<file path="src/rtl/tbm_pkg.sv">
// ----------------------------------------------------------------------------
// tbm_pkg
// Shared types and constants for the tilt to button mapper.
// ----------------------------------------------------------------------------
package tbm_pkg;

	// input modes
	localparam logic [2:0] MODE_NONE   = 3'd0;
	localparam logic [2:0] MODE_STICK  = 3'd1;
	localparam logic [2:0] MODE_DPAD   = 3'd2;
	localparam logic [2:0] MODE_ACTION = 3'd3;
	localparam logic [2:0] MODE_TRIG   = 3'd4;

	// configuration register indexes
	localparam logic [2:0] REG_MODE   = 3'd0;
	localparam logic [2:0] REG_INVERT = 3'd1;
	localparam logic [2:0] REG_BASE_X = 3'd2;
	localparam logic [2:0] REG_BASE_Y = 3'd3;
	localparam logic [2:0] REG_DZ     = 3'd4;
	localparam logic [2:0] REG_GAIN_X = 3'd5;
	localparam logic [2:0] REG_GAIN_Y = 3'd6;
	localparam logic [2:0] REG_SKIP   = 3'd7;

	// button bits
	localparam logic [9:0] BTN_RIGHT = 10'h001;
	localparam logic [9:0] BTN_DOWN  = 10'h002;
	localparam logic [9:0] BTN_LEFT  = 10'h004;
	localparam logic [9:0] BTN_UP    = 10'h008;
	localparam logic [9:0] BTN_CIRC  = 10'h010;
	localparam logic [9:0] BTN_CROSS = 10'h020;
	localparam logic [9:0] BTN_SQR   = 10'h040;
	localparam logic [9:0] BTN_TRI   = 10'h080;
	localparam logic [9:0] BTN_LT    = 10'h100;
	localparam logic [9:0] BTN_RT    = 10'h200;

	localparam logic [14:0] TAN_Q16   = 15'd27146;  // tan(22.5 deg) in Q0.16
	localparam logic [14:0] STICK_MAX = 15'd16384;  // 1.0 in Q1.14
	localparam logic [23:0] MAG_MAX   = 24'hFFFFFF;
	localparam int          DIV_STEPS = 25;         // 24 quotient bits plus overflow bit

	localparam logic [12:0] DZ_ONE = 13'd4096;      // 1.0 in Q1.12

	typedef struct packed {
		logic [2:0]         mode;
		logic [1:0]         invert;
		logic signed [15:0] base_x;
		logic signed [15:0] base_y;
		logic [11:0]        dead_zone;
		logic [15:0]        gain_x;
		logic [15:0]        gain_y;
		logic [11:0]        skip_offset;
	} cfg_t;

	typedef struct packed {
		logic load;
		logic mul1;
		logic mul2;
		logic div_step;
		logic mag;
		logic commit;
	} cmd_t;

	typedef struct packed {
		logic op_reset;
		logic out_free;
	} sts_t;

	typedef enum logic [2:0] {
		ST_IDLE,
		ST_MUL1,
		ST_MUL2,
		ST_DIV,
		ST_MAG,
		ST_DONE
	} state_t;

endpackage

</file>
<file path="src/rtl/tbm_ctrl.sv">
// ----------------------------------------------------------------------------
// tbm_ctrl
// Sequencer: steps one request through multiply, divide, magnitude and commit.
// ----------------------------------------------------------------------------
module tbm_ctrl (
	input  logic          clk,
	input  logic          arst_n,
	input  logic          in_valid,
	output logic          in_ready,
	input  tbm_pkg::sts_t sts,
	output tbm_pkg::cmd_t cmd
);
	import tbm_pkg::*;

	state_t     state_q, state_d;
	logic [4:0] cnt_q, cnt_d;

	always_ff @(posedge clk or negedge arst_n) begin
		if (!arst_n) begin
			state_q <= ST_IDLE;
			cnt_q   <= '0;
		end else begin
			state_q <= state_d;
			cnt_q   <= cnt_d;
		end
	end

	always_comb begin
		state_d  = state_q;
		cnt_d    = cnt_q;
		cmd      = '0;
		in_ready = 1'b0;
		unique case (state_q)
			ST_IDLE: begin
				in_ready = 1'b1;
				if (in_valid) begin
					cmd.load = 1'b1;
					state_d  = ST_MUL1;
				end
			end
			ST_MUL1: begin
				cmd.mul1 = 1'b1;
				// reset requests need no arithmetic
				state_d  = sts.op_reset ? ST_DONE : ST_MUL2;
			end
			ST_MUL2: begin
				cmd.mul2 = 1'b1;
				cnt_d    = '0;
				state_d  = ST_DIV;
			end
			ST_DIV: begin
				cmd.div_step = 1'b1;
				cnt_d        = cnt_q + 5'd1;
				if (cnt_q == 5'(DIV_STEPS - 1)) begin
					state_d = ST_MAG;
				end
			end
			ST_MAG: begin
				cmd.mag = 1'b1;
				state_d = ST_DONE;
			end
			ST_DONE: begin
				if (sts.out_free) begin
					cmd.commit = 1'b1;
					state_d    = ST_IDLE;
				end
			end
			default: begin
				state_d = ST_IDLE;
			end
		endcase
	end

endmodule

</file>
<file path="config.mk">
export PLATFORM = sky130hd
export DESIGN_NAME = tbm_ctrl
export DESIGN_NICKNAME = d
export VERILOG_FILES = /design/src/rtl/tbm_pkg.sv /design/src/rtl/tbm_ctrl.sv
export SDC_FILE = /design/constraint.sdc
export NUM_CORES = 1
export LEC_CHECK = 0
export CORE_AREA = 4 4 41 43
export CTS_CLUSTER_SIZE = 8
export DETAILED_ROUTE_END_ITERATION = 10
export DIE_AREA = 0 0 45 47
export DONT_BUFFER_PORTS = 1
export HOLD_SLACK_MARGIN = 0.05
export SYNTH_ARGS = -nofsm -noshare
export SYNTH_HDL_FRONTEND = slang
export SYNTH_SLANG_ARGS = --single-unit
</file>
<file path="constraint.sdc">
create_clock -name clk -period 1.85 [get_ports clk]
set_input_delay 0.37 -clock clk [delete_from_list [all_inputs] [get_ports clk]]
set_output_delay 0.37 -clock clk [all_outputs]
set_load 0.1 [all_outputs]
</file>
==> results of run 1 <==
-- logic make-up after synthesis --
| group | after synthesis | synth area share |
|---|---|---|
| simple gates | 33 | 0.3648 |
| mux | 1 | 0.01932 |
| flops | 8 | 0.3865 |
| buf+inv | 7 | 0.07004 |
| fa+ha+maj | 2 | 0.04830 |
| compound gates | 8 | 0.1111 |
-- layout by cell type (no fill, tap or decap), types with 2 or more instances in the layout --
master and count:
inv_1 3, a21oi_1 3, ha_1 2, dfrtp_1 6, nand3b_1 2, buf_4 3
o21ai_1 2, buf_12 6, dfrtp_2 2, nand3_1 6, nor2_2 2, nand2_1 7
nand2b_1 3, clkbuf_4 3
-- metrics by stage --
stage / setup TNS (ps) / instances / setup WS [ps]
6_report: 0 / 83 / 142.6
4_1_cts: 0 / 83 / 22.02
3_5_place_dp: 0 / 79 / 298.1
3_3_place_gp: 0 / 79 / 324.3
2_1_floorplan: -420.9 / 59 / -362.1
5_1_grt: 0 / 83 / 20.91
-- layer usage --
metal | up-vias | share of wire | wire length [um]
li1 | 228 | - | -
met1 | 205 | 0.46 | 524
met2 | 8 | 0.48 | 548
met5 | - | 0 | 0
met3 | 2 | 0.041 | 47
met4 | 0 | 0.012 | 14
-- layout make-up --
class | count | area [um^2] | area share
flip-flops and latches | 8 | 202.7 | 0.2788
well taps | 15 | 18.77 | 0.02582
inverters | 3 | 11.26 | 0.01549
multi-input cells | 44 | 319.1 | 0.4389
clock buffers | 3 | 22.52 | 0.03098
repair buffers | 10 | 152.6 | 0.2100
-- how the worst min path moves through the flow --
stage,startpoint,end,slack [ps],cells past startpoint
floorplan,arst_n,cnt_q[0]$_DFFE_PN0P_,70,0
global placement,arst_n,cnt_q[1]$_DFFE_PN0P_,70,0
detailed placement,arst_n,cnt_q[1]$_DFFE_PN0P_,70,0
CTS,sts[1],state_q[1]$_DFFE_PN0P_,380,2
global route,sts[1],state_q[1]$_DFFE_PN0P_,380,2
finish,sts[1],state_q[1]$_DFFE_PN0P_,380,2
-- worst reg2reg max path: stages, from the launching register on --
cell and delay, ps:
dfrtp_1 400, inv_1 60, ha_1 190, and4b_1 210, and3_1 200, a2111oi_2 290
-- flip-flops by register name, indices dropped and copies added, names as in the netlist --
register and flops:
state_q 3, cnt_q 5
-- repair_timing --
action | 4_1_cts | 5_1_grt
hold buffers | 1 | 0
setup buffers | 0 | 0
gates resized for setup | 0 | 2
hold endpoints to repair | 8 | 0
endpoints found under the setup margin | 0 | 5
==> flow_metrics.py, run 1 <==
metrics = {
    "cts": {
        "clock_latency_ps": 260,
        "clk_path_buf_depth": 2,
        "path_clk_slew_ps": 50,
        "cts_htree_levels": 1,
        "cts_tree": "built",
        "root_buffer": "clkbuf_4",
        "cts_sinks": 8,
        "cts_inserted_buffers": 3,
    },
    "setup_path": {
        "cp_top_family": "flip-flops",
        "worstPathArrival_ps": 1340,
        "end_kind": "output port",
        "path_class": "register to output port",
        "r2r-end": "state_q[0]$_DFFE_PN0P_",
        "slowest_delay_ps": 500,
        "path_depth": 3,
        "timing.rr.start": "cnt_q[0]$_DFFE_PN0P_",
        "critPathRequiredTime_ps": 1480,
        "cp-startpoint": "state_q[2]$_DFFE_PN0P_",
        "crit_end": "cmd[3]",
        "cp-start-kind": "register",
        "crit_fanout": 13,
        "crit_slowest_cell": "dfrtp_2",
        "worst-path-buf-inv": 1,
        "reg2reg_slack_ps": 390,
        "r2r_cells": 5,
        "crit_chain": "nand2b_1, nor2_2, buf_12",
    },
    "global_routing": {
        "grt_pass1_vias": 458,
        "use_met3": 0.05747,
        "busiest_layer": "met2",
        "grt_pass1_wl_mm": 2.028,
        "antenna_found_initial": 0,
        "grt_max_degree": 14,
        "overflow": 0,
        "grt_use_total": 0.1375,
        "grt_use_met1": 0.1713,
        "use_met2": 0.2203,
    },
    "floorplanning": {
        "die_area_mm2": 0.002115,
        "die_w_um": 45,
        "core_area_mm2": 0.001301,
        "pin_count": 12,
        "rows": 13,
        "die_y_um": 47,
        "start_util": 0.3981,
    },
    "synth": {
        "synth_nets": 66,
        "ys_warn_count": 0,
        "synth_commonest_cells": "dfrtp_1 (8), nand2_1 (7), nand3_1 (6)",
        "yosysTopAreaCell": "dfrtp_1",
        "synth_area_leaders": "dfrtp_1 (39%), nand3_1 (5.8%), nand2_1 (5.1%), ha_1 (4.8%), nand2b_1 (3.6%)",
        "synth.cell_area_um2": 518.0,
        "synth_seq_cells": 8,
        "async_reset_ff_frac": 1.000,
        "synth_cells": 59,
        "synth-edff-count": 0,
        "synth.top_cell.area_share": 0.3865,
        "avgSynthCellArea_um2": 8.780,
        "synth_ff_type": "dfrtp_1",
        "synth_cell_type_count": 29,
        "seq_area_frac_synth": 0.3865,
        "synthMostInstantiatedCell": "dfrtp_1",
    },
    "placed_design": {
        "dp_hpwl_um": 875.7,
        "io_buffers": 0,
        "placed_cell_area_um2": 691.9,
        "place_congestion": 0.7561,
    },
    "cells_and_area": {
        "drive_above_1_share": 0.3235,
        "nets": 77,
        "area_growth_pct": 40.34,
        "final_util": 0.5587,
        "n_fill_cell": 123,
        "n_antenna_cell": 0,
        "final_area_um2": 726.9,
    },
    "route": {
        "drc_errors": 0,
        "routed-via-count": 443,
        "via_per_inst": 5.337,
        "drt-total-wl_mm": 1.134,
        "wl_per_cell_um": 13.66,
        "firstDrtPassIters": 4,
        "ant_nets": 0,
        "drt_iter0_drc": 8,
    },
    "hold_path": {
        "min-delay-path-class": "primary input to register",
    },
    "job": {
        "max-cap-violations": 0,
    },
    "sta": {
        "rsz0062_at_grt": "no",
        "hold_ws_ps": 380.7,
        "maxClockFrequency_mhz": 585.7,
        "finalSetupViolations": 0,
        "slew_headroom": 0.7536,
        "maxSlewViolCount": 0,
        "worstMarginPinSlew_ps": 368.5,
        "final-hold-violation-count": 0,
        "fin_crit_sh": 0.9229,
        "fin_skew_ps": 3.497,
        "period_needed_ps": 1707,
    },
    "status": {
        "status": "finished clean",
    },
}
Power of run 1 is left out: the tool's default activity adds up to more than one toggle a clock period on the data nets, which glitch-free logic cannot reach.
==> inputs of run 2 (changes only) <==
==> constraint.sdc (replaced) <==
create_clock -name clk -period 1.77 [get_ports clk]
set_input_delay 0.354 -clock clk [delete_from_list [all_inputs] [get_ports clk]]
set_output_delay 0.354 -clock clk [all_outputs]
set_load 0.1 [all_outputs]
==> run 2 against run 1 <==
Sequential cell count is the same. Register-to-register slack got worse by 50 ps. Routed wire length is 4.7% lower. Highest routed layer unchanged. Setup slack lost 55 ps. Hold slack got worse by 18 ps. Sequential share of layout area shrank 0.56 points. Core utilization is 1.2 points higher. Cell count grew 2.4%. Count of clock-buffer cells in the layout is the same. Final area grew 2.1%. Global-route usage down 1.3 points.
==> flow_metrics.py, run 2 (synthesized netlist as in run 1, its figures left out) <==
metrics = {
    "cells_and_area": {
        "drive_above_1_share": 0.3429,
        "final_util": 0.5702,
        "final_cell_mix": "nand2_1 (7), nand3_1 (6), dfrtp_1 (6), buf_12 (6), buf_4 (5)",
        "area_growth_pct": 43.24,
        "top_regs": "cnt_q x5, state_q x3",
        "top_register": "cnt_q",
        "n_antenna_cell": 0,
        "largest_reg_flops": 5,
        "nets": 79,
        "layout_commonest_cell": "nand2_1",
    },
    "setup_path": {
        "path_class": "register to output port",
        "crit_fanout": 9,
        "cp-start-kind": "register",
        "worstPathArrival_ps": 1330,
        "end_kind": "output port",
        "timing.rr.start": "cnt_q[0]$_DFFE_PN0P_",
        "critPathRequiredTime_ps": 1420,
        "crit_chain": "nand3b_1, inv_1, buf_12",
        "cp-startpoint": "state_q[2]$_DFFE_PN0P_",
        "slowest_delay_ps": 490,
        "crit_slowest_cell": "dfrtp_2",
    },
    "global_routing": {
        "antenna_found_initial": 0,
        "grt_max_degree": 11,
        "overflow": 0,
        "grt_pass1_vias": 434,
        "grt_use_total": 0.1243,
        "grt_pass1_wl_mm": 1.863,
    },
    "sta": {
        "tns_ps": 0,
        "slew_headroom": 0.7557,
        "period_needed_ps": 1682,
        "maxSlewViolCount": 0,
        "maxClockFrequency_mhz": 594.5,
        "rsz0062_at_grt": "no",
        "hold_ws_ps": 362.8,
        "finalSetupViolations": 0,
        "worstMarginPinSlew_ps": 365.2,
        "fin_skew_ps": 2.213,
        "final-hold-violation-count": 0,
        "fin_ws_ps": 87.98,
        "fin_crit_sh": 0.9503,
    },
    "route": {
        "firstDrtPassIters": 2,
        "ant_nets": 0,
        "drt_iter0_drc": 3,
        "via_per_inst": 5.271,
        "drc_errors": 0,
        "routed-via-count": 448,
        "wl_per_cell_um": 12.72,
        "drt-total-wl_mm": 1.081,
    },
    "cts": {
        "clock_latency_ps": 260,
        "cts_sinks": 8,
        "cts_inserted_buffers": 3,
        "clk_path_buf_depth": 2,
        "path_clk_slew_ps": 50,
        "post_cts_buffers": 0,
        "cts_tree": "built",
        "root_buffer": "clkbuf_4",
        "cts_htree_levels": 1,
    },
    "floorplanning": {
        "start_util": 0.3981,
        "core_area_mm2": 0.001301,
        "die_y_um": 47,
        "die_area_mm2": 0.002115,
        "die_w_um": 45,
        "pin_count": 12,
        "rows": 13,
    },
    "placed_design": {
        "preCtsSetupSlack_ps": 295.5,
        "io_buffers": 0,
        "dp_hpwl_um": 845.4,
        "place_congestion": 0.7490,
    },
    "job": {
        "max-cap-violations": 0,
    },
    "status": {
        "status": "finished clean",
    },
    "hold_path": {
        "hold_start": "sts[1]",
        "min-delay-path-class": "primary input to register",
    },
}
-- run 2: changes by cell type in the layout (fill, tap and decap cells not counted) --
cell / previous run / this run
buf_4: 3 / 5
-- run 2: what timing repair did --
action                     4_1_cts  5_1_grt
gates resized for setup          0        2
setup endpoints to repair        0        5
hold buffers                     1        0
hold endpoints to repair         8        0
-- run 2: final timing paths --
check                      depth (start not counted)  slack [ps]                endpoint
max                                                3          90                  cmd[2]
min                                                2         360  state_q[1]$_DFFE_PN0P_
max reg2reg                                        5         340  state_q[0]$_DFFE_PN0P_
min reg2reg                                        1         530    cnt_q[0]$_DFFE_PN0P_
max in group asynchronous                          1        1040  state_q[0]$_DFFE_PN0P_
min in group asynchronous                          1         440    cnt_q[3]$_DFFE_PN0P_
-- run 2: critical path: cells and delay by family, from the launching register on --
| family | cells | cell delay, ps |
|---|---|---|
| flops | 1 | 490 |
| simple gates | 1 | 250 |
| buf+inv | 2 | 330 |
-- run 2: through the flow --
stage | cells | cell area [um^2]
after global routing | 85 | 742.0
after detailed placement | 81 | 706.9
final | 85 | 742.0
after floorplan | 59 | 574.3
after CTS | 85 | 739.5
after global placement | 81 | 706.9
-- run 2: final cells by class --
class / instances / area (um^2)
clock buffers: 3 / 22.52
fillers: 119 / 559.3
inverters: 3 / 11.26
multi-input cells: 44 / 319.1
flip-flops and latches: 8 / 202.7
well taps: 15 / 18.77
repair buffers: 12 / 167.7
-- run 2: metal layers --
metal / GRT usage / wire length (um)
met1: 0.1725 / 571
met2: 0.1638 / 441
met3: 0.05747 / 58
met4: 0.05263 / 9
met5: 0 / 0
Power of run 2 is left out for the same reason.
